**src/sv/gbi_pkg.sv**
```systemverilog
`timescale 1ns / 1ps
// shared types and constants of the bilinear grid interpolator
// no dependencies
package gbi_pkg;

  localparam int GRID_CELLS  = 65536;
  localparam int GRID_ADDR_W = $clog2(GRID_CELLS);
  localparam int POS_W       = 24;
  localparam int SPACE_W     = 16;
  localparam int TIME_W      = 32;
  localparam int BORDER_W    = 4;
  localparam int IDX_W       = POS_W + 1;
  localparam int PROD_W      = IDX_W + SPACE_W;
  localparam int LIN_W       = PROD_W + 1;

  typedef enum logic {
    KIND_WRITE = 1'b0,
    KIND_QUERY = 1'b1
  } kind_e;

  typedef enum logic [1:0] {
    REG_CELL_WIDTH_X  = 2'd0,
    REG_CELL_HEIGHT_Z = 2'd1,
    REG_PADDED_DEPTH  = 2'd2,
    REG_BORDER_CELLS  = 2'd3
  } reg_idx_e;

  typedef enum logic [2:0] {
    B_IDLE,
    B_ADDR,
    B_CHECK,
    B_READ,
    B_DRAIN,
    B_DIV,
    B_OUT
  } back_state_e;

  typedef struct packed {
    logic [SPACE_W-1:0]  dx;
    logic [SPACE_W-1:0]  dz;
    logic [SPACE_W-1:0]  depth;
    logic [BORDER_W-1:0] border;
  } cfg_t;

  // one classified item on its way from front to back
  typedef struct packed {
    kind_e              kind;
    logic [15:0]        addr;
    logic [TIME_W-1:0]  cell_time;
    logic [POS_W-1:0]   ix;
    logic [SPACE_W-1:0] rx;
    logic [POS_W-1:0]   iz;
    logic [SPACE_W-1:0] rz;
    logic               last;
  } item_t;

  // spacing with zero taken as one
  function automatic logic [SPACE_W-1:0] eff_space(input logic [SPACE_W-1:0] s);
    eff_space = (s == '0) ? SPACE_W'(1) : s;
  endfunction

endpackage

```
**src/sv/gbi_front.sv**
```systemverilog
`timescale 1ns / 1ps
// front end: accepts transactions and finds cell index and offset of queries
// depends on gbi_pkg
module gbi_front import gbi_pkg::*; (
  input  logic               clk_i,
  input  logic               rst_ni,
  input  cfg_t               cfg_i,
  input  logic               in_valid_i,
  output logic               in_ready_o,
  input  kind_e              kind_i,
  input  logic [15:0]        addr_i,
  input  logic [TIME_W-1:0]  time_i,
  input  logic [POS_W-1:0]   px_i,
  input  logic [POS_W-1:0]   pz_i,
  input  logic               last_i,
  output logic               push_o,
  output item_t              item_o,
  input  logic               full_i
);

  localparam int CNT_W = $clog2(POS_W + 1);

  logic               busy_q, div_q;
  logic [CNT_W-1:0]   cnt_q;
  kind_e              kind_q;
  logic [15:0]        addr_q;
  logic [TIME_W-1:0]  time_q;
  logic               last_q;
  logic [POS_W-1:0]   nx_q, nz_q;
  logic [SPACE_W-1:0] remx_q, remz_q;
  logic [SPACE_W-1:0] dxe, dze;
  logic [SPACE_W:0]   tx, tz;
  logic               gex, gez, accept;

  assign dxe = eff_space(cfg_i.dx);
  assign dze = eff_space(cfg_i.dz);

  // one quotient bit per cycle for both axes
  assign tx  = {remx_q, nx_q[POS_W-1]};
  assign tz  = {remz_q, nz_q[POS_W-1]};
  assign gex = tx >= {1'b0, dxe};
  assign gez = tz >= {1'b0, dze};

  assign push_o     = busy_q && !div_q && !full_i;
  assign in_ready_o = !busy_q || push_o;
  assign accept     = in_valid_i && in_ready_o;

  always_ff @(posedge clk_i or negedge rst_ni) begin
    if (!rst_ni) begin
      busy_q <= 1'b0;
      div_q  <= 1'b0;
      cnt_q  <= '0;
    end else if (accept) begin
      busy_q <= 1'b1;
      div_q  <= (kind_i == KIND_QUERY);
      cnt_q  <= CNT_W'(POS_W);
    end else begin
      if (push_o) busy_q <= 1'b0;
      if (div_q) begin
        cnt_q <= cnt_q - 1'b1;
        if (cnt_q == CNT_W'(1)) div_q <= 1'b0;
      end
    end
  end

  // payload and divider datapath
  always_ff @(posedge clk_i) begin
    if (accept) begin
      kind_q <= kind_i;
      addr_q <= addr_i;
      time_q <= time_i;
      last_q <= last_i;
      nx_q   <= px_i;
      nz_q   <= pz_i;
      remx_q <= '0;
      remz_q <= '0;
    end else if (div_q) begin
      nx_q   <= {nx_q[POS_W-2:0], gex};
      nz_q   <= {nz_q[POS_W-2:0], gez};
      remx_q <= gex ? SPACE_W'(tx - {1'b0, dxe}) : tx[SPACE_W-1:0];
      remz_q <= gez ? SPACE_W'(tz - {1'b0, dze}) : tz[SPACE_W-1:0];
    end
  end

  always_comb begin
    item_o.kind      = kind_q;
    item_o.addr      = addr_q;
    item_o.cell_time = time_q;
    item_o.ix        = nx_q;
    item_o.rx        = remx_q;
    item_o.iz        = nz_q;
    item_o.rz        = remz_q;
    item_o.last      = last_q;
  end

endmodule

```
**config.mk**
```make
export PLATFORM = sky130hd
export DESIGN_NAME = gbi_front
export DESIGN_NICKNAME = d
export VERILOG_FILES = /design/src/sv/gbi_pkg.sv /design/src/sv/gbi_front.sv
export SDC_FILE = /design/constraint.sdc
export NUM_CORES = 1
export LEC_CHECK = 0
export BUFFER_PORTS_ARGS = -buffer_cell sky130_fd_sc_hd__buf_4
export CORE_ASPECT_RATIO = 1.75
export CORE_UTILIZATION = 49
export DETAILED_ROUTE_END_ITERATION = 12
export GPL_TIMING_DRIVEN = 0
export PLACE_DENSITY_LB_ADDON = 0.1
export SYNTH_ARGS = -nofsm -noshare
export SYNTH_HDL_FRONTEND = slang
export SYNTH_SLANG_ARGS = --single-unit
export TNS_END_PERCENT = 20
```
**constraint.sdc**
```tcl
create_clock -name clk_i -period 3.4 [get_ports clk_i]
set_input_delay 0.51 -clock clk_i [delete_from_list [all_inputs] [get_ports clk_i]]
set_output_delay 0.51 -clock clk_i [all_outputs]
set_load 0.01 [all_outputs]
```
[Word level (Yosys, flattened, before mapping)]
Cells that the tools add are included.
Word-level totals
  register bits after elaboration: 137
  bits in latches: 0
  memory bits (writable): 0
  memory bits (read-only): 0
  bits of input ports: 154
  output and inout port bits: 132
  word-level logic and storage cells: 43
  memories kept: 0
Cells by class
  add/subtract/negate cells: 3
  $mul: 0
  divide/modulo/power cells: 0
  $lt $le $gt $ge: 2
  eq/ne operators: 1
  shifts and indexed selects: 0
  muxes and demuxes: 15
  bitwise operators: 0
  reduce and logical (&&, ||, !) cells: 11
Operators by type and width (number)
  2-to-1 mux 24 bit: 4
  2-to-1 mux 16 bit: 4
  greater-or-equal comparator 17 x 16 -> 1 bit: 2
  logical NOT 16 bit: 2
  subtractor 16 bit: 2
  2-to-1 mux 5 bit: 2
  == test 5 x 1 -> 1 bit, second input constant: 1
  2-to-1 mux 1 bit: 5
  subtractor 5 x 1 -> 5 bit, second input constant: 1
  nonzero test 2 bit: 2
  logical AND 1 bit: 3
  logical NOT 1 bit: 3
  logical OR 1 bit: 1

[Logic depth before layout (Yosys ltp)]
Gate-level depths: netlist (run 1).
  depth in word-level cells: 6
  mapped depth: 11
  mapped depth without buffers: 11

[Worst setup path after synthesis (run 1)]
Ideal clock, no wire load.
  kind: register -> register
  start point: reg div_q
  end point: reg addr_q[0], enable pin
  library setup time: 0.434 ns
  arrival: 2.865 ns
  data required time: 2.966 ns
  slack: 0.101 ns
  cell stages (with the launch flop): 7
  buffers on the path: 3
  clock period less this slack: 3.299 ns
  cell sequence: dfrtp_1 > clkbuf_1 > o21ai_0 > nand2_1 > buf_2 > clkinv_1 > clkbuf_1
Between the ends
  cells in the longest elaborated chain, start to end: 5
Ends and longest elaborated chain
  start, declared: line gbi_front.sv:23  | logic busy_q, div_q;
  start signal, assigned: line gbi_front.sv:55  | div_q <= (kind_i == KIND_QUERY);
  logical NOT 1 bit: line gbi_front.sv:44  | assign push_o = busy_q && !div_q && !full_i;
  logical AND 1 bit (2 in series): line gbi_front.sv:44
  logical OR 1 bit: line gbi_front.sv:45  | assign in_ready_o = !busy_q || push_o;
  via in_ready_o: line gbi_front.sv:9  | output logic in_ready_o,
  logical AND 1 bit: line gbi_front.sv:46  | assign accept = in_valid_i && in_ready_o;
  via accept: line gbi_front.sv:33  | logic gex, gez, accept;
  end signal, assigned: line gbi_front.sv:70  | addr_q <= addr_i;
  end, declared: line gbi_front.sv:26  | logic [15:0] addr_q;
The timed path passes the listed nets, and every way through them passes these cells.
A chain may end at the register's enable or synchronous reset.

[Final worst setup path (run 1)]
  start point: reg div_q
  end point: reg nz_q[23], enable pin
Between the ends
  cells in the longest elaborated chain, start to end: 6
Ends and longest elaborated chain
  logical NOT 1 bit: line gbi_front.sv:44
  logical AND 1 bit (2 in series): line gbi_front.sv:44
  logical OR 1 bit: line gbi_front.sv:45
  logical AND 1 bit: line gbi_front.sv:46
  nonzero test 2 bit (no line) (*)
  end signal, assigned: line gbi_front.sv:74  | nz_q <= pz_i;
  end signal, assigned: line gbi_front.sv:79  | nz_q <= {nz_q[POS_W-2:0], gez};
  end, declared: line gbi_front.sv:29  | logic [POS_W-1:0] nx_q, nz_q;
Every way passes the cells marked *; elsewhere a longest branch is shown, timed or not.

==> impl_metrics.yaml, run 1 <==
die:
  start_util: 0.504
  fp.dieArea_um2: 14800
  core_area_um2: 13900
  die_w_um: 92.4
  num_rows: 57
  ios: 286
  fp.dieH_um: 160
clock_network:
  clockBufferDepth: 2
  tritoncts: "built"
  clk_latency_ps: 420
  cts_buffers: 17
  cts.sinks: 137
  cts_root_buf: "clkbuf_16"
  clk_pin_slew_ps: 70
  htree_levels: 4
critical_path:
  worst_setup_path_start_kind: "register"
  cp_max_fo: 40
  cp_num_buf_inv: 6
  cp-end-kind: "register"
  cp.arrival_ps: 3170
  required_ps: 3540
  slowest_delay_ps: 440
  crit_family: "buffers and inverters"
  cpMostUsedCell: "clkbuf_1"
  crit_slowest_cell: "clkbuf_1"
  crit_path_cell_trace: "clkbuf_1 > o21ai_0 > nand2_1 > buf_2 > clkinv_1 > nor2_2 > clkbuf_1 > inv_2 > buf_12"
  crit_type: "reg2reg"
route:
  routed_wl_um: 19300
  num_vias: 6229
  dr.pass1.iters: 5
  vias_per_cell: 5.29
  drc_errors: 0
  antenna_left: 0
  drt_iter0_drc: 252
  routedWlPerCell_um: 16.4
global_routing:
  grt_pass1_vias: 6271
  track_usage: 0.259
  gr-total-overflow: 0
  grt_max_degree: 41
  grt_pass1_wl_um: 29700
  grt_antenna_before_repair: 0
timing:
  max-slew-margin-rel: 0.603
  fin_skew_ps: 19.1
  fmax_mhz: 330
  tns_ps: 0
  hold_ws_ps: 264
  hold_viol_final: 0
  fin_crit_ps: 3030
  rsz0062_at_grt: "false"
  worst_pin_slew_ps: 596
  period_share: 0.890
  setup_violations: 0
  drv_slew: 0
pwr:
  clock_power_share: 0.220
  power_switching_share: 0.381
  p_comb_frac: 0.443
  p_seq_frac: 0.337
  internal_power_uw: 5130
  power.switching_uw: 3160
  ir_worst_vdd_mv: 0.507
  power_density_nw_per_um2: 842
  p_leak_uw: 0.00463
  p_total_uw: 8290
outcome:
  status: "complete, no violations"
logic_synthesis:
  synthCells: 701
  syn-cell-area_um2: 7010
  syn-num-nets: 891
  synth.avg_cell_area_um2: 9.99
  ys_async_sr_fraction: 0.0511
  ys_warn_count: 0
  synth_edf_count: 98
  ys.flop_type: "edfxtp_1"
  yosysSeqAreaShare: 0.537
  yosys.cell_types.count: 57
  ys_seq_elements: 137
finish:
  final_nets: 1178
  fillers: 1111
  final_util: 0.708
  area_growth_syn_to_layout_pct: 40.6
  diodes: 0
  drive_gt1_frac: 0.314
place:
  port_buffers: 265
  hpwl_um: 15100
  place.gp.congestion: 0.843
worst_hold_path:
  hold_class: "in2reg"
run:
  cap_violations: 0
## kinds of logic (layout without fill, tap and decap cells)
family,after synthesis,after routing,share of synthesized area
and+or+nand+nor,270,270,0.163
DFF,137,137,0.537
AOI/OAI and AO/OA,128,128,0.116
buffers and inverters,75,375,0.0430
adders and majority gates,36,36,0.0664
xor gates and xnor gates,31,31,0.0388
muxes,24,24,0.0357
## layout by cell type, fill, tap and decap left out, drive strengths merged, types with 4 or more instances in the layout
master and instances:
nor2 37, a21oi 31, o21ai 40, o41ai 4
xnor2 22, mux2i 22, nor4 6, edfxtp 98
nor3 13, nand3 7, a31oi 5, nand2 179
a32oi 5, dfxtp 32, a211oi 9, nand2b 7
dfrtp 7, a21o 5, xor2 9, o21a 5
nand4 5, clkbuf 37, nor3b 5, inv 54
ha 34, buf 278
## worst register-to-register path: stages (launching register included)
cell	delay, ps
dfrtp_1	330
clkbuf_1	270
o21ai_0	210
nand2_1	120
buf_2	250
clkinv_1	260
nor2_2	380
clkbuf_1	440
inv_2	230
buf_12	240
## worst paths after layout
check                             end  slack, ps        from  cells after the start
setup reg to reg             nz_q[23]        370       div_q                      9
max in group asynchronous    cnt_q[1]       2770      rst_ni                      2
hold reg to reg            remx_q[15]        500  remx_q[15]                      2
min in group asynchronous       div_q        490      rst_ni                      2
hold / removal              time_q[2]        260   time_i[2]                      1
setup / recovery             nz_q[23]        370       div_q                      9
## power groups by stage
stage          Sequential, µW  Combinational (µW)  Clock [µW]
6_report                 2790                3670        1820
5_1_grt                  2850                4030        1900
4_1_cts                  2790                3700        1850
3_5_place_dp             2810                3680           0
3_3_place_gp             2820                3590           0
2_1_floorplan            2950                2090           0
## layout make-up
cell class	instances	area [µm²]	area share
Buffer	31	138	0.0140
Clock buffer	17	425	0.0432
Clock inverter	15	153	0.0155
Inverter	44	165	0.0168
Multi-Input combinational cell	489	2950	0.299
Sequential cell	137	3760	0.382
Tap cell	177	221	0.0225
Timing Repair Buffer	268	2040	0.207
## cells in the mapped netlist (6+ instances only)
| master | count | area share |
|---|---|---|
| nand3_1 | 7 | 0.0050 |
| nor4_1 | 6 | 0.0054 |
| dfrtp_1 | 7 | 0.025 |
| a211oi_1 | 9 | 0.0096 |
| inv_1 | 43 | 0.023 |
| xor2_1 | 9 | 0.011 |
| nor2_1 | 37 | 0.020 |
| o21ai_0 | 39 | 0.028 |
| edfxtp_1 | 98 | 0.42 |
| nand2b_1 | 7 | 0.0063 |
| nor3_1 | 12 | 0.0086 |
| mux2i_1 | 22 | 0.031 |
| clkbuf_1 | 20 | 0.011 |
| dfxtp_1 | 32 | 0.091 |
| nand2_1 | 179 | 0.096 |
| ha_1 | 34 | 0.061 |
| xnor2_1 | 22 | 0.028 |
| a21oi_1 | 29 | 0.021 |
## metrics by stage
step | instance area (µm²) | std cells | worst slack (ps)
detailed placement | 9260 | 1145 | 99.2
finish | 9850 | 1178 | 373
CTS | 9850 | 1178 | 231
global placement | 9220 | 1143 | -606
global route | 9850 | 1178 | 114
floorplan | 7010 | 701 | 101
## routing by layer
metal,part of all wire,global-route usage,vias up
met4,0.039,0.134,0
met3,0.059,0.0457,46
met5,0,0,-
met2,0.55,0.491,233
li1,-,-,3046
met1,0.35,0.263,2904
## timing repair
action                                  4_1_cts  5_1_grt
hold buffers                                  1        0
setup buffers                                 0        0
hold endpoints to repair                      7        0
gates resized for setup                       0        1
endpoints found under the setup margin        0       40
## flip-flops by register name, summed over array words and instances, names as in the netlist
signal  flops
time_q     32
nx_q       24
nz_q       24
addr_q     16
remx_q     16
remz_q     16
cnt_q       5
busy_q      1
div_q       1
kind_q      1
last_q      1
Note: power is estimated with default switching activity, not from simulation.
==> inputs of run 2 (changes only) <==
- ABC_AREA: unset -> 1
- CORE_UTILIZATION: 49 -> 50
- RECOVER_POWER: unset -> 50
==> run 2 against run 1 <==
Clock power rose by 5%. Cell area up 4.2%. Combinational power rose by 27%. First-iteration DRC count up 5.2%. Critical path depth increased by 4. Count of clock-buffer cells in the layout increased by 1. Critical endpoint is now remz_q[13]. Largest cell class unchanged.
==> impl_metrics.yaml, run 2 <==
outcome:
  status: "complete, no violations"
clock_network:
  cts-resized-gates: 0
  cts_root_buf: "clkbuf_16"
  clockBufferDepth: 2
  clk_pin_slew_ps: 70
  tritoncts: "built"
  cts.sinks: 137
  cts_setup_buffers: 0
  clk_latency_ps: 420
  htree_levels: 4
  cts_buffers: 17
critical_path:
  crit_type: "in2reg"
  cp-end-kind: "register"
  required_ps: 3720
  cp.arrival_ps: 2820
  ff2ff_path_depth: 5
  cp_max_fo: 10
  worst_setup_path_start_kind: "primary input"
finish:
  largest_register_ffs: 32
  diodes: 0
  mostFrequentLayoutCell: "nand2_1"
  top_register: "time_q"
  final-seq-area_um2: 3760
  top_regs: "time_q x32, nx_q x24, nz_q x24"
  drive_gt1_frac: 0.196
  area_growth_syn_to_layout_pct: 30.6
  fillers: 1467
  final_cell_mix: "nand2_1 (394), inv_1 (150), clkbuf_1 (138), edfxtp_1 (98), buf_4 (91)"
  final_area_um2: 10300
  multi_input_area_um2: 3340
  fin_cells: 1468
  final_nets: 1459
logic_synthesis:
  ys.flop_type: "edfxtp_1"
  synth-simple-area-share: 0.329
  synth_edf_count: 98
  synth.avg_cell_area_um2: 8.01
  synth_top_family_by_area: "simple AND/OR/NAND/NOR gates"
  ys_async_sr_fraction: 0.0511
  synth_top_cell_by_area: "edfxtp_1"
  synthXorXnorAreaFrac: 0.0145
  synthCells: 982
  yosys-top-cells-area: "edfxtp_1 (37%), nand2_1 (19%), dfxtp_1 (8.1%)"
  ys_warn_count: 0
  synth-compound-area-share: 0.0215
  syn-cell-area_um2: 7860
  syn-num-nets: 1172
  yosys.cell_types.count: 38
  synth-adder-area-share: 0.0592
  yosys-top-cells-count: "nand2_1 (394), inv_1 (151), edfxtp_1 (98)"
  synth.area.mux_share: 0
  synth.most_common_cell: "nand2_1"
  ys_seq_elements: 137
  yosysTopAreaCellShare: 0.374
  yosysSeqAreaShare: 0.478
die:
  num_rows: 60
  fp.dieArea_um2: 16200
  fp.dieH_um: 168
  start_util: 0.511
  die_w_um: 96.8
  ios: 286
  core_area_um2: 15400
route:
  num_vias: 7238
  antenna_left: 0
  routed_wl_um: 21400
  drc_errors: 0
  routedWlPerCell_um: 14.6
  drt_iter0_drc: 265
  dr.pass1.iters: 5
  vias_per_cell: 4.93
place:
  dp.cells: 1435
  place.gp.congestion: 0.902
  port_buffers: 265
  place_area_um2: 10100
  hpwl_um: 17000
global_routing:
  grt_max_degree: 45
  gr-total-overflow: 0
  track_usage: 0.265
  grt_pass1_vias: 7021
  grt_pass1_wl_um: 33900
  grt_antenna_before_repair: 0
timing:
  setup_violations: 0
  worst_pin_slew_ps: 795
  fmax_mhz: 400
  drv_slew: 0
  period_share: 0.735
  fin_crit_ps: 2500
  max-slew-margin-rel: 0.470
  rsz0062_at_grt: "false"
  fin_skew_ps: 14.2
  hold_viol_final: 0
pwr:
  p_leak_uw: 0.00520
  power_density_nw_per_um2: 939
  ir_worst_vdd_mv: 0.495
worst_hold_path:
  hold_class: "in2reg"
  holdPathStages: 1
run:
  cap_violations: 0
run 2: cells by family after synthesis:
logic type                 after synthesis
and+or+nand+nor                        581
DFF                                    137
AOI/OAI and AO/OA                       29
xor gates and xnor gates                13
buffers and inverters                  186
adders and majority gates               36
run 2: per-layer routing:
metal,routed length [µm],GRT usage,vias to the layer above
li1,-,-,3672
met1,7940,0.280,3278
met2,11500,0.502,248
met3,1320,0.0556,40
met4,632,0.109,0
met5,0,0,-
run 2: where the power goes:
group          total, µW  internal, µW  switching, µW
clock network       1920          1120            800
registers           3060          2630            434
logic               4660          1680           2990
total               9640          5420           4220
run 2: through the flow:
| step | hold WS [ps] | worst slack (ps) | TNS (ps) | total power (µW) | util |
|---|---|---|---|---|---|
| floorplan | 214 | 386 | 0 | 6300 | - |
| finish | 278 | 900 | 0 | 9640 | 0.667 |
| global placement | 330 | -418 | -23900 | 8140 | 0.655 |
| CTS | 251 | 892 | 0 | 10200 | 0.699 |
| global route | 270 | 823 | 0 | 10400 | 0.667 |
| detailed placement | 330 | 449 | 0 | 8230 | 0.658 |
run 2: final cells by class:
type                       instances  area share
inverter                         157      0.0574
timing repair buffer             268       0.152
clock buffer                      18      0.0418
multi-input combinational        659       0.325
sequential                       137       0.366
clock inverter                    14      0.0176
tap                              186      0.0227
buffer                            29      0.0173
run 2: repair_timing:
| action | in CTS | in global routing |
|---|---|---|
| hold buffers | 1 | 0 |
| hold endpoints to repair | 7 | 0 |
| endpoints found under the setup margin | 0 | 0 |
run 2: critical path: stages:
cell,delay (ps)
buf_4,110
nor4_1,630
a41o_1,290
ha_1,240
nand3_1,80
nor2_1,50
nand3_2,70
nand2_2,60
nor2_4,250
buf_4,250
nand3_1,110
nand3_1,100
nand2_1,50
run 2: final timing paths:
check,start,endpoint,slack [ps]
worst max register to register,div_q,time_q[13],1140
worst min-delay path,addr_i[4],addr_q[4],280
worst max-delay path,cfg_i[32],remz_q[13],900
worst min register to register,remz_q[12],remz_q[12],490
max in group asynchronous,rst_ni,cnt_q[1],2540
min in group asynchronous,rst_ni,busy_q,560
