==> src/sv/gbi_pkg.sv <==
`timescale 1ns / 1ps
// shared types and constants of the bilinear grid interpolator
// no dependencies
package gbi_pkg;

  localparam int GRID_CELLS  = 65536;
  localparam int GRID_ADDR_W = $clog2(GRID_CELLS);
  localparam int POS_W       = 24;
  localparam int SPACE_W     = 16;
  localparam int TIME_W      = 32;
  localparam int BORDER_W    = 4;
  localparam int IDX_W       = POS_W + 1;
  localparam int PROD_W      = IDX_W + SPACE_W;
  localparam int LIN_W       = PROD_W + 1;

  typedef enum logic {
    KIND_WRITE = 1'b0,
    KIND_QUERY = 1'b1
  } kind_e;

  typedef enum logic [1:0] {
    REG_CELL_WIDTH_X  = 2'd0,
    REG_CELL_HEIGHT_Z = 2'd1,
    REG_PADDED_DEPTH  = 2'd2,
    REG_BORDER_CELLS  = 2'd3
  } reg_idx_e;

  typedef enum logic [2:0] {
    B_IDLE,
    B_ADDR,
    B_CHECK,
    B_READ,
    B_DRAIN,
    B_DIV,
    B_OUT
  } back_state_e;

  typedef struct packed {
    logic [SPACE_W-1:0]  dx;
    logic [SPACE_W-1:0]  dz;
    logic [SPACE_W-1:0]  depth;
    logic [BORDER_W-1:0] border;
  } cfg_t;

  // one classified item on its way from front to back
  typedef struct packed {
    kind_e              kind;
    logic [15:0]        addr;
    logic [TIME_W-1:0]  cell_time;
    logic [POS_W-1:0]   ix;
    logic [SPACE_W-1:0] rx;
    logic [POS_W-1:0]   iz;
    logic [SPACE_W-1:0] rz;
    logic               last;
  } item_t;

  // spacing with zero taken as one
  function automatic logic [SPACE_W-1:0] eff_space(input logic [SPACE_W-1:0] s);
    eff_space = (s == '0) ? SPACE_W'(1) : s;
  endfunction

endpackage

==> src/sv/gbi_queue.sv <==
`timescale 1ns / 1ps
// two-entry queue between front and back
// depends on gbi_pkg
module gbi_queue import gbi_pkg::*; (
  input  logic  clk_i,
  input  logic  rst_ni,
  input  logic  push_i,
  input  item_t item_i,
  output logic  full_o,
  input  logic  pop_i,
  output logic  valid_o,
  output item_t item_o
);

  item_t      mem_q [2];
  logic       wptr_q, rptr_q;
  logic [1:0] count_q;

  assign full_o  = count_q == 2'd2;
  assign valid_o = count_q != 2'd0;
  assign item_o  = mem_q[rptr_q];

  // pointers and fill level
  always_ff @(posedge clk_i or negedge rst_ni) begin
    if (!rst_ni) begin
      wptr_q  <= 1'b0;
      rptr_q  <= 1'b0;
      count_q <= '0;
    end else begin
      if (push_i) wptr_q <= ~wptr_q;
      if (pop_i)  rptr_q <= ~rptr_q;
      count_q <= count_q + {1'b0, push_i} - {1'b0, pop_i};
    end
  end

  always_ff @(posedge clk_i) begin
    if (push_i) mem_q[wptr_q] <= item_i;
  end

endmodule

==> config.mk <==
export PLATFORM = sky130hd
export DESIGN_NAME = gbi_queue
export DESIGN_NICKNAME = d
export VERILOG_FILES = /design/src/sv/gbi_pkg.sv /design/src/sv/gbi_queue.sv
export SDC_FILE = /design/constraint.sdc
export NUM_CORES = 1
export LEC_CHECK = 0
export BUFFER_PORTS_ARGS = -buffer_cell sky130_fd_sc_hd__buf_2
export CELL_PAD_IN_SITES_DETAIL_PLACEMENT = 0
export CELL_PAD_IN_SITES_GLOBAL_PLACEMENT = 1
export CORE_AREA = 2 2 157 159
export DETAILED_ROUTE_END_ITERATION = 12
export DIE_AREA = 0 0 159 161
export MAX_ROUTING_LAYER = met4
export PLACE_DENSITY_LB_ADDON = 0.1
export SYNTH_ARGS = -nofsm -noshare
export SYNTH_HDL_FRONTEND = slang
export SYNTH_SLANG_ARGS = --single-unit
==> constraint.sdc <==
create_clock -name clk_i -period 9.2 [get_ports clk_i]
set_input_delay 1.38 -clock clk_i [delete_from_list [all_inputs] [get_ports clk_i]]
set_output_delay 1.38 -clock clk_i [all_outputs]
set_load 0.005 [all_outputs]
; ---- Word level (Yosys, flattened, before mapping)
; Memory sizes are Yosys's and may differ from the RTL's.
; Cells that the tools add are included.
[totals]
register_bits = 4
latchBits = 0
mem_bits_rw = 260
rom_bits = 0
elab_cells = 12
mem_count = 1
[op_classes]
add_sub_neg = 2
multipliers = 0
div = 0
order_cmp = 0
n_eq_ne = 1
shifts = 0
mux = 2
bitwise = 2
n_reduce_logical = 1
[memory_table]
columns = memory, depth, width, rd, rd_ports_with_merged_regs, wr, line
row1 = mem_q, 2, 130, 1, 0, 1, gbi_queue.sv:15  ; item_t mem_q [2];
[ops]
columns = operator, n
row1 = adder 2 x 1 -> 2 bit, 1
row2 = equality test 2 bit (second input constant), 1
row3 = 2-to-1 mux 1 bit, 2
row4 = inverter 1 bit, 2
row5 = nonzero test 2 bit, 1
row6 = subtractor 2 x 1 -> 2 bit, 1

; ---- Depth between registers and ports, before layout
; Gate-level depths: netlist of the first run.
[depth]
word_depth = 2
mapped_depth = 5
depth_no_buf = 5

; ---- Least setup slack after synthesis of the first run
; OpenSTA, ideal clock, no wires.
[synth_path]
path_type = input-to-reg
startpoint = input port push_i
endpoint = memory mem_q[0][0] (netlist name), enable pin
setup_time_ns = 0.636
arrival_time_ns = 7.014
required_time_ns = 8.564
path_slack_ns = 1.550
cell_stages = 1
path_buffers = 0
path_cell_list = nor2b_1
[synth_via]
elab_chain_len = 2
[synth_rtl]
columns = element, line
row1 = "start, declared", gbi_queue.sv:7  ; input logic push_i,
row2 = 2-to-1 mux 1 bit, gbi_queue.sv:37  ; if (push_i) mem_q[wptr_q] <= item_i;
row3 = 2-to-1 mux 1 bit (implied by the code), gbi_queue.sv:37
row4 = "end, declared", gbi_queue.sv:15
; Every way passes these cells.

==> results.py, run 1 <==
metrics = {
    "timing": {
        "slew_at_the_pin_closest_to_its_max_slew_limit_ps": 1110,
        "maxClockFrequency_mhz": 241,
        "fin_tns_setup_ps": 0,
        "max-slew-margin-rel": 0.259,
        "report.final.setup_viol": 0,
        "timing.clock.skew_ps": 9.34,
        "smallest_setup_slack_after_layout_ps": 5050,
        "fin_crit_sh": 0.451,
        "grt_setup_unrepaired": "no",
        "final-hold-violation-count": 0,
        "final_max_slew_viol_count": 0,
        "timing.final.crit_period_ps": 4150,
    },
    "worst_hold_path": {
        "min_delay_worst_endpoint": "wptr_q",
        "min-delay-start": "wptr_q",
        "min-delay-path-class": "reg2reg",
        "whs_path_depth": 1,
    },
    "placed_design": {
        "dpl.cell_count": 999,
        "io_buffer_count": 265,
        "place_congestion": 0.714,
        "place_worst_setup_slack_ps": 4920,
        "dp.final_hpwl_um": 12500,
    },
    "clocking": {
        "worst_setup_hold_path_clk_slew_ps": 60,
        "cts_made_buffers": 28,
        "clock_latency_ps": 530,
        "cts.sink_count": 264,
        "postCtsSetupBuffers": 0,
        "clock_path_buffers": 3,
        "cts.hold.buffers_added": 0,
        "cts_root_buf": "sky130_fd_sc_hd__clkbuf_16",
        "cts_resized": 0,
        "cts_tree": "done",
        "cts.htree.levels": 1,
    },
    "worst_setup_path": {
        "cp_cell_sequence": "buf_4 -> mux2_2 -> buf_2",
        "critical_path_required_ps": 7820,
        "worstReg2RegEnd": "mem_q[0][38]",
        "timing.critical_path.buf_inv": 2,
        "regToRegStartpoint": "wptr_q",
        "reg2reg_slack_ps": 6160,
        "critPathTopFamily": "buffers and inverters",
        "crit_fanout": 55,
        "timing.critical_path.slowest_stage_cell": "sky130_fd_sc_hd__buf_4",
        "worst_ep_arrival_time_ps": 2770,
        "crit_path_max_incr_delay_ps": 860,
        "worst_setup_path_end_kind": "primary output",
        "critical_path_class": "reg2out",
        "timing.reg2reg.worst_path_depth": 3,
        "startpoint_type": "register",
    },
    "pwr": {
        "p_comb_frac": 0.273,
        "cell_internal_pwr_uw": 2850,
        "clkPwrFrac": 0.289,
        "switching_part_of_the_total_power": 0.258,
        "cellPowerDensity_mw_per_mm2": 307,
        "p_sw_uw": 992,
        "power_frac_seq": 0.438,
        "p_leak_uw": 0.00498,
        "worst_ir_drop_vdd_uv": 262,
    },
    "synth": {
        "yosys_register_bits": 264,
        "synth.mux.area_fraction": 0.181,
        "synthesis.area_per_instance_um2": 23.7,
        "compound_gate_portion_of_the_synthesized_area": 0,
        "yosys.area_share.adder": 0.00251,
        "yosys.area_share.xor_xnor": 0.00415,
        "synthesis.instances": 420,
        "synth_cell_types": 14,
        "synth-simple-area-share": 0.00251,
        "ys_warn_count": 0,
        "synth-seq-area-share": 0.794,
        "syn_nets": 556,
        "post_synth_instance_area_mm2": 0.00996,
        "main_combinational_cell_family_by_area_after_synthesis": "multiplexers",
    },
    "layout": {
        "instances_no_fill": 1055,
        "syn2layout_area_growth_pct": 25.9,
        "drive_gt1_frac": 0.613,
        "final_core_density": 0.523,
        "nNetsFinal": 841,
        "final.fill_count": 2019,
    },
    "drt": {
        "drc": 0,
        "detail_route.vias_per_cell": 4.62,
        "antenna_violating_nets_post_route": 0,
        "num_vias": 4874,
        "drt_iter0_drc": 223,
        "route.final.wire_length_um": 19100,
        "routedWlPerCell_um": 18.1,
        "drt-pass1-iter-count": 4,
    },
    "floorplan": {
        "die_area_mm2": 0.0256,
        "die_x_um": 159,
        "pin_count": 266,
        "std_cell_rows": 57,
        "floorplan.die.height_um": 161,
        "starting_utilization_of_the_core_area": 0.415,
        "design.core.area_mm2": 0.0240,
    },
    "outcome": {
        "status": "complete, no violations",
    },
    "grt": {
        "largest_net_degree_at_the_start_of_global_routing": 69,
        "globalRouteOverflowTotal": 0,
        "gr-usage-all-layers": 0.147,
        "via_count_of_the_first_global_routing_pass": 5212,
        "initial_antenna_violation_count": 4,
        "grt_first_pass_wirelength_um": 28400,
    },
    "job": {
        "maxCapViolations": 0,
    },
}
## worst max-delay path by stage
| stage | depth (start not counted) | slack (ps) | start | to |
|---|---|---|---|---|
| after CTS | 3 | 4970 | rptr_q | item_o[129] |
| final | 3 | 5050 | rptr_q | item_o[129] |
| after detailed placement | 4 | 4920 | push_i | mem_q[0][4] |
| after floorplan | 1 | 1550 | push_i | mem_q[0][0] |
| after global placement | 4 | 5010 | push_i | mem_q[0][4] |
| after global routing | 3 | 4900 | rptr_q | item_o[129] |
## synth_stat cells
cell | number | area share
sky130_fd_sc_hd__and2_1 | 1 | 0.00063
sky130_fd_sc_hd__buf_2 | 4 | 0.0020
sky130_fd_sc_hd__buf_6 | 10 | 0.011
sky130_fd_sc_hd__buf_8 | 1 | 0.0015
sky130_fd_sc_hd__dfrtp_1 | 4 | 0.010
sky130_fd_sc_hd__edfxtp_1 | 260 | 0.78
sky130_fd_sc_hd__ha_1 | 2 | 0.0025
sky130_fd_sc_hd__inv_1 | 2 | 0.00075
sky130_fd_sc_hd__mux2_2 | 40 | 0.045
sky130_fd_sc_hd__mux2_4 | 90 | 0.14
sky130_fd_sc_hd__nor2b_1 | 2 | 0.0013
sky130_fd_sc_hd__or2_2 | 1 | 0.00063
sky130_fd_sc_hd__xor2_1 | 2 | 0.0018
sky130_fd_sc_hd__xor3_1 | 1 | 0.0024
## cell usage in the layout, fill, tap and decap left out, drive strengths merged
master and instances:
edfxtp 260, diode 4, buf 270, nor2b 2
inv 2, mux2 130, clkinv 14, or2 1
ha 2, xor3 1, xor2 2, bufinv 4
dfrtp 4, and2 1, clkbuf 33, clkinvlp 1
## state kept, by name, summed over array words and instances (netlist names)
signal   cells
count_q      2
mem_q      260
rptr_q       1
wptr_q       1
## cell type report
type,count,area [um2],share of cell area
Sequential cell,264,7910,0.631
Multi-Input combinational cell,139,1900,0.152
Timing Repair Buffer,270,1360,0.109
Clock buffer,33,741,0.0591
Tap cell,324,405,0.0323
Clock inverter,19,190,0.0152
Antenna cell,4,10.0,0.000799
Inverter,2,7.51,0.000599
## metal layers
metal  GRT usage  vias to the layer above  share of wire
met5           -                        -              0
met4      0.0438                        0          0.024
met3      0.0434                       33          0.081
met2       0.235                      199           0.47
met1       0.183                     2387           0.43
li1            -                     2255              -
## power groups by stage
stage / Clock, uW / Combinational (uW) / Sequential, uW
after global placement: 0 / 1060 / 1700
after global routing: 1200 / 1130 / 1710
final: 1110 / 1050 / 1680
after CTS: 1150 / 1080 / 1690
after floorplan: 0 / 730 / 1700
after detailed placement: 0 / 1070 / 1720
## through the flow
step | area [um2] | total power, uW | hold WS (ps)
detailed placement | 11600 | 2790 | 536
finish | 12500 | 3850 | 552
global placement | 11600 | 2760 | 530
floorplan | 9960 | 2430 | 455
CTS | 12500 | 3910 | 546
global route | 12500 | 4040 | 586
## worst register-to-register path, stage by stage (launching register included)
cell and delay, ps:
sky130_fd_sc_hd__dfrtp_1 420, sky130_fd_sc_hd__nor2b_4 870, sky130_fd_sc_hd__buf_4 670, sky130_fd_sc_hd__buf_4 670
## cells by family (layout without fill, tap and decap cells)
kind of cell / after synthesis / after routing
xor+xnor: 3 / 3
buf+inv: 17 / 324
mux: 130 / 130
fa+ha+maj: 2 / 2
simple gates: 4 / 4
flops: 264 / 264
other cells: 0 / 4
No activity file was read; power rests on OpenSTA's default activity.
==> run 2: changes to the inputs <==
- clock period: 9.2 -> 3.9 ns (I/O delays scaled with it)
==> run 2 against run 1 <==
  * Sequential share of layout area down 0.37 points
  * Highest routed layer unchanged
  * Non-clock buffer count is 2 higher
  * Critical endpoint is now item_o[124]
  * First-iteration DRC count is 29% lower
  * Sequential cell count unchanged
  * Core utilization up 0.31 points
  * Critical path type unchanged
  * Combinational power rose by 140%
==> results.py, run 2 (synthesis results as in run 1) <==
metrics = {
    "layout": {
        "largest_register_ffs": 260,
        "finalInstanceArea_mm2": 0.0126,
        "nNetsFinal": 843,
        "leading_cell_type_in_the_layout_fill_and_taps_excluded": "sky130_fd_sc_hd__buf_2",
        "final.fill_count": 2010,
        "layout.cells.most_common_list": "sky130_fd_sc_hd__buf_2, sky130_fd_sc_hd__edfxtp_1, sky130_fd_sc_hd__mux2_4, sky130_fd_sc_hd__mux2_2, sky130_fd_sc_hd__clkbuf_16",
        "reg_top3": "mem_q (260), count_q (2)",
        "drive_gt1_frac": 0.616,
        "syn2layout_area_growth_pct": 26.6,
        "registers.top_by_ff_count": "mem_q",
    },
    "drt": {
        "routed-wl-met2_um": 9180,
        "detail_route.vias_per_cell": 4.66,
        "drc": 0,
        "met1Wirelength_um": 8250,
        "drt-pass1-iter-count": 6,
        "routedWlPerCell_um": 18.2,
        "num_vias": 4916,
        "top_layer_used_by_detailed_routing": "met4",
        "met3WireLength_um": 1490,
        "drt_iter0_drc": 159,
        "route.final.wire_length_um": 19200,
        "antenna_violating_nets_post_route": 0,
    },
    "timing": {
        "final_max_slew_viol_count": 0,
        "report.final.setup_viol": 0,
        "fin_tns_setup_ps": 0,
        "final-hold-violation-count": 0,
        "timing.final.crit_period_ps": 2910,
        "fin_crit_sh": 0.747,
        "smallest_setup_slack_after_layout_ps": 986,
        "hold_slack_ps": 241,
        "maxClockFrequency_mhz": 343,
        "max-slew-margin-rel": 0.305,
        "timing.clock.skew_ps": 14.7,
        "slew_at_the_pin_closest_to_its_max_slew_limit_ps": 1040,
        "grt_setup_unrepaired": "no",
    },
    "placed_design": {
        "dp.final_hpwl_um": 12500,
        "place_worst_setup_slack_ps": 1490,
        "io_buffer_count": 265,
        "placedInstanceArea_mm2": 0.0116,
        "place_congestion": 0.770,
    },
    "pwr": {
        "cellPowerDensity_mw_per_mm2": 726,
        "p_leak_uw": 0.00500,
        "worst_ir_drop_vdd_uv": 414,
        "report.power.total_uw": 9150,
    },
    "floorplan": {
        "die_x_um": 159,
        "std_cell_rows": 57,
        "floorplan.die.height_um": 161,
        "starting_utilization_of_the_core_area": 0.415,
        "design.core.area_mm2": 0.0240,
        "die_area_mm2": 0.0256,
        "pin_count": 266,
    },
    "worst_setup_path": {
        "worst_setup_path_end_kind": "primary output",
        "worst_setup_path_startpoint": "rptr_q",
        "worstReg2RegEnd": "mem_q[1][6]",
        "worst_ep_arrival_time_ps": 2330,
        "critical_path_required_ps": 3310,
        "reg2reg_slack_ps": 1950,
        "crit_fanout": 53,
        "regToRegStartpoint": "wptr_q",
        "critical_path_class": "reg2out",
        "timing.reg2reg.worst_path_depth": 2,
        "startpoint_type": "register",
    },
    "grt": {
        "globalRouteOverflowTotal": 0,
        "gr-usage-all-layers": 0.150,
        "grt_first_pass_wirelength_um": 29000,
        "largest_net_degree_at_the_start_of_global_routing": 75,
        "via_count_of_the_first_global_routing_pass": 5144,
        "initial_antenna_violation_count": 4,
    },
    "clocking": {
        "cts.sink_count": 264,
        "cts_root_buf": "sky130_fd_sc_hd__clkbuf_16",
        "cts_tree": "done",
        "cts_made_buffers": 28,
        "clock_latency_ps": 530,
        "postCtsSetupBuffers": 0,
        "worst_setup_hold_path_clk_slew_ps": 60,
        "clock_path_buffers": 3,
        "cts.htree.levels": 1,
    },
    "job": {
        "maxCapViolations": 0,
    },
    "worst_hold_path": {
        "min-delay-start": "item_i[66]",
        "min-delay-path-class": "in2reg",
        "min_delay_worst_endpoint": "mem_q[0][66]",
        "whs_path_depth": 1,
    },
    "outcome": {
        "status": "complete, no violations",
    },
}
## run 2: worst max-delay path by stage
stage,end,slack (ps)
4_1_cts,item_o[21],920
3_5_place_dp,item_o[21],1490
3_3_place_gp,item_o[21],1510
5_1_grt,item_o[124],880
6_report,item_o[124],990
2_1_floorplan,mem_q[0][0],930
## run 2: power by group
group	total, uW	internal [uW]	switching [uW]
combinational	2480	1370	1110
sequential	3990	3770	222
clock	2680	1650	1020
total	9150	6790	2360
## run 2: final cells by class
type	instances	area, um2	area share
clock inverters	15	181	0.0144
multi-input cells	139	1900	0.151
inverters	2	7.51	0.000596
well taps	324	405	0.0322
repair buffers	272	1420	0.113
flip-flops and latches	264	7910	0.628
clock buffers	35	768	0.0609
diodes	4	10.0	0.000794
## run 2: stage by stage
step                instances  utilization
finish                   1055        0.526
global route             1055        0.526
CTS                      1051        0.526
detailed placement       1000        0.486
global placement         1000        0.486
floorplan                 420            -
## run 2: what timing repair did
action,in CTS,in global routing
hold buffers,1,0
hold endpoints to repair,4,0
gates resized for setup,0,0
## run 2: per-layer routing
layer,vias to the layer above,global-route usage
met5,-,-
met2,195,0.238
met3,23,0.0447
li1,2258,-
met4,0,0.0405
met1,2440,0.190
## run 2: worst max-delay path: stages, from the launching register on
cell	delay, ps
sky130_fd_sc_hd__dfrtp_4	830
sky130_fd_sc_hd__buf_12	390
sky130_fd_sc_hd__mux2_2	400
sky130_fd_sc_hd__buf_2	130
==> run 3: changes to the inputs <==
- ABC_AREA: default -> 1
- CORE_AREA: 2 2 157 159 -> 2 2 159 161
- DIE_AREA: 0 0 159 161 -> 0 0 161 163
- clock period: 3.9 -> 2.8 ns (I/O delays scaled with it)
==> run 3 against run 2 <==
  * Final area rose by 0.57%
  * Final cell count rose by 26%
  * Register-to-register slack got worse by 560 ps
  * Clock-buffer cell count increased by 6
==> results.py, run 3 <==
metrics = {
    "outcome": {
        "status": "complete, no violations",
    },
    "drt": {
        "routedWlPerCell_um": 14.7,
        "detail_route.vias_per_cell": 4.44,
        "route.final.wire_length_um": 19600,
        "antenna_violating_nets_post_route": 0,
        "drc": 0,
        "num_vias": 5917,
        "drt-pass1-iter-count": 4,
        "drt_iter0_drc": 283,
    },
    "worst_setup_path": {
        "crit_fanout": 76,
        "worst_setup_path_end_kind": "primary output",
        "critical_path_required_ps": 2380,
        "critical_path_class": "reg2out",
        "worst_ep_arrival_time_ps": 2100,
        "startpoint_type": "register",
    },
    "timing": {
        "hold_slack_ps": 74.1,
        "smallest_setup_slack_after_layout_ps": 278,
        "timing.clock.skew_ps": 12.2,
        "timing.final.crit_period_ps": 2520,
        "fin_crit_sh": 0.901,
        "final_max_slew_viol_count": 0,
        "final-hold-violation-count": 0,
        "max-slew-margin-rel": 0.650,
        "fin_tns_setup_ps": 0,
        "slew_at_the_pin_closest_to_its_max_slew_limit_ps": 526,
        "report.final.setup_viol": 0,
        "grt_setup_unrepaired": "no",
        "maxClockFrequency_mhz": 397,
    },
    "layout": {
        "largest_register_ffs": 260,
        "instances_no_fill": 1334,
        "registers.top_by_ff_count": "mem_q",
        "final.fill_count": 2181,
        "leading_cell_type_in_the_layout_fill_and_taps_excluded": "sky130_fd_sc_hd__buf_2",
        "syn2layout_area_growth_pct": 25.1,
        "drive_gt1_frac": 0.377,
        "finalInstanceArea_mm2": 0.0127,
        "reg_top3": "mem_q (260), count_q (2)",
        "layout.cells.most_common_list": "sky130_fd_sc_hd__buf_2, sky130_fd_sc_hd__edfxtp_1, sky130_fd_sc_hd__inv_1, sky130_fd_sc_hd__nand2_1, sky130_fd_sc_hd__o21ai_2",
        "nNetsFinal": 1115,
    },
    "clocking": {
        "cts.sink_count": 264,
        "postCtsSetupBuffers": 0,
        "cts_tree": "done",
        "worst_setup_hold_path_clk_slew_ps": 60,
        "cts_root_buf": "sky130_fd_sc_hd__clkbuf_16",
        "clock_path_buffers": 3,
        "cts_made_buffers": 28,
        "clock_latency_ps": 530,
        "cts.htree.levels": 1,
    },
    "pwr": {
        "p_comb_frac": 0.280,
        "clkPwrFrac": 0.279,
        "cell_internal_pwr_uw": 8700,
        "power_frac_seq": 0.441,
        "cellPowerDensity_mw_per_mm2": 985,
        "p_leak_uw": 0.00538,
        "worst_ir_drop_vdd_uv": 601,
        "p_sw_uw": 3790,
        "switching_part_of_the_total_power": 0.303,
    },
    "synth": {
        "post-synth-top-area-cell": "sky130_fd_sc_hd__edfxtp_1",
        "ys_warn_count": 0,
        "synth_cell_types": 16,
        "yosys_register_bits": 264,
        "synth_largest_type_area_fraction": 0.771,
        "syn_nets": 840,
        "synth.area.top_cells": "sky130_fd_sc_hd__edfxtp_1, sky130_fd_sc_hd__o21ai_2, sky130_fd_sc_hd__inv_1",
        "synth_async_sr_flop_share": 0.0152,
        "synth_enable_flop_cells": 260,
        "post_synth_instance_area_mm2": 0.0101,
        "synthesis.area_per_instance_um2": 14.4,
        "ys_dominant_reg_cell": "sky130_fd_sc_hd__edfxtp_1",
        "synthesis.instances": 704,
        "synthMostInstantiatedCell": "sky130_fd_sc_hd__edfxtp_1",
        "synth_commonest_cells": "sky130_fd_sc_hd__edfxtp_1, sky130_fd_sc_hd__inv_1, sky130_fd_sc_hd__nand2_1",
        "synth-seq-area-share": 0.780,
    },
    "grt": {
        "globalRouteOverflowTotal": 0,
        "initial_antenna_violation_count": 3,
        "gr-usage-all-layers": 0.150,
        "via_count_of_the_first_global_routing_pass": 5666,
        "largest_net_degree_at_the_start_of_global_routing": 77,
        "grt_first_pass_wirelength_um": 30100,
    },
    "worst_hold_path": {
        "min-delay-path-class": "in2reg",
    },
    "floorplan": {
        "std_cell_rows": 58,
        "floorplan.die.height_um": 163,
        "die_area_mm2": 0.0262,
        "design.core.area_mm2": 0.0247,
        "starting_utilization_of_the_core_area": 0.411,
        "die_x_um": 161,
        "pin_count": 266,
    },
    "placed_design": {
        "place_congestion": 0.766,
        "place_worst_setup_slack_ps": 829,
        "io_buffer_count": 265,
        "placedInstanceArea_mm2": 0.0118,
        "dp.final_hpwl_um": 13100,
        "dpl.cell_count": 1278,
    },
    "job": {
        "maxCapViolations": 0,
    },
}
-- run 3: worst max-delay path: stages, from the launching register on --
cell and delay [ps]:
sky130_fd_sc_hd__dfrtp_4 770, sky130_fd_sc_hd__buf_12 380, sky130_fd_sc_hd__nand2_1 120, sky130_fd_sc_hd__o21ai_2 80
sky130_fd_sc_hd__buf_2 140
-- run 3: final cells by class --
cell class / count / area, um2 / area share
diodes: 3 / 7.51 / 0.000592
inverters: 137 / 518 / 0.0409
clock buffers: 41 / 811 / 0.0640
well taps: 330 / 413 / 0.0326
repair buffers: 274 / 1480 / 0.117
clock inverters: 11 / 77.6 / 0.00612
flip-flops and latches: 264 / 7910 / 0.624
multi-input cells: 274 / 1460 / 0.115
-- run 3: final timing paths --
path | depth (start not counted) | start | slack [ps] | end
worst max-delay path | 4 | rptr_q | 280 | item_o[107]
worst min-delay path | 1 | item_i[27] | 70 | mem_q[0][27]
worst max register to register | 3 | wptr_q | 1390 | mem_q[1][39]
worst min register to register | 1 | wptr_q | 560 | wptr_q
max in group asynchronous | 2 | rst_ni | 2410 | rptr_q
min in group asynchronous | 2 | rst_ni | 250 | rptr_q
-- run 3: per-layer routing --
layer	global-route usage	wire, um	part of all wire	vias up
met1	0.184	8060	0.41	2750
met4	0.0422	510	0.026	0
met2	0.242	9380	0.48	171
li1	-	-	-	2956
met5	-	0	0	-
met3	0.0479	1690	0.086	40
-- run 3: power by group through the flow --
| stage | Clock, uW | Sequential, uW | Combinational, uW |
|---|---|---|---|
| global route | 3750 | 5590 | 3960 |
| finish | 3480 | 5510 | 3500 |
| floorplan | 0 | 5500 | 2280 |
| detailed placement | 0 | 5600 | 3590 |
| global placement | 0 | 5590 | 3580 |
| CTS | 3600 | 5520 | 3610 |
-- run 3: what timing repair did --
| action | 4_1_cts | 5_1_grt |
|---|---|---|
| hold buffers | 1 | 0 |
| resized for setup | 0 | 0 |
| hold endpoints to repair | 4 | 0 |
-- run 3: per-stage QoR --
stage | power (uW) | utilization
6_report | 12500 | 0.514
5_1_grt | 13300 | 0.514
4_1_cts | 12700 | 0.513
3_5_place_dp | 9190 | 0.477
3_3_place_gp | 9170 | 0.477
2_1_floorplan | 7780 | -
-- run 3: kinds of logic (layout without fill, tap and decap cells) --
group,Yosys count,in the layout,synth area share
buf+inv,166,463,0.0769
flops,264,264,0.780
xor+xnor,2,2,0.00173
fa+ha+maj,2,2,0.00247
other cells,0,3,0
simple gates,140,140,0.0520
compound gates,130,130,0.0864
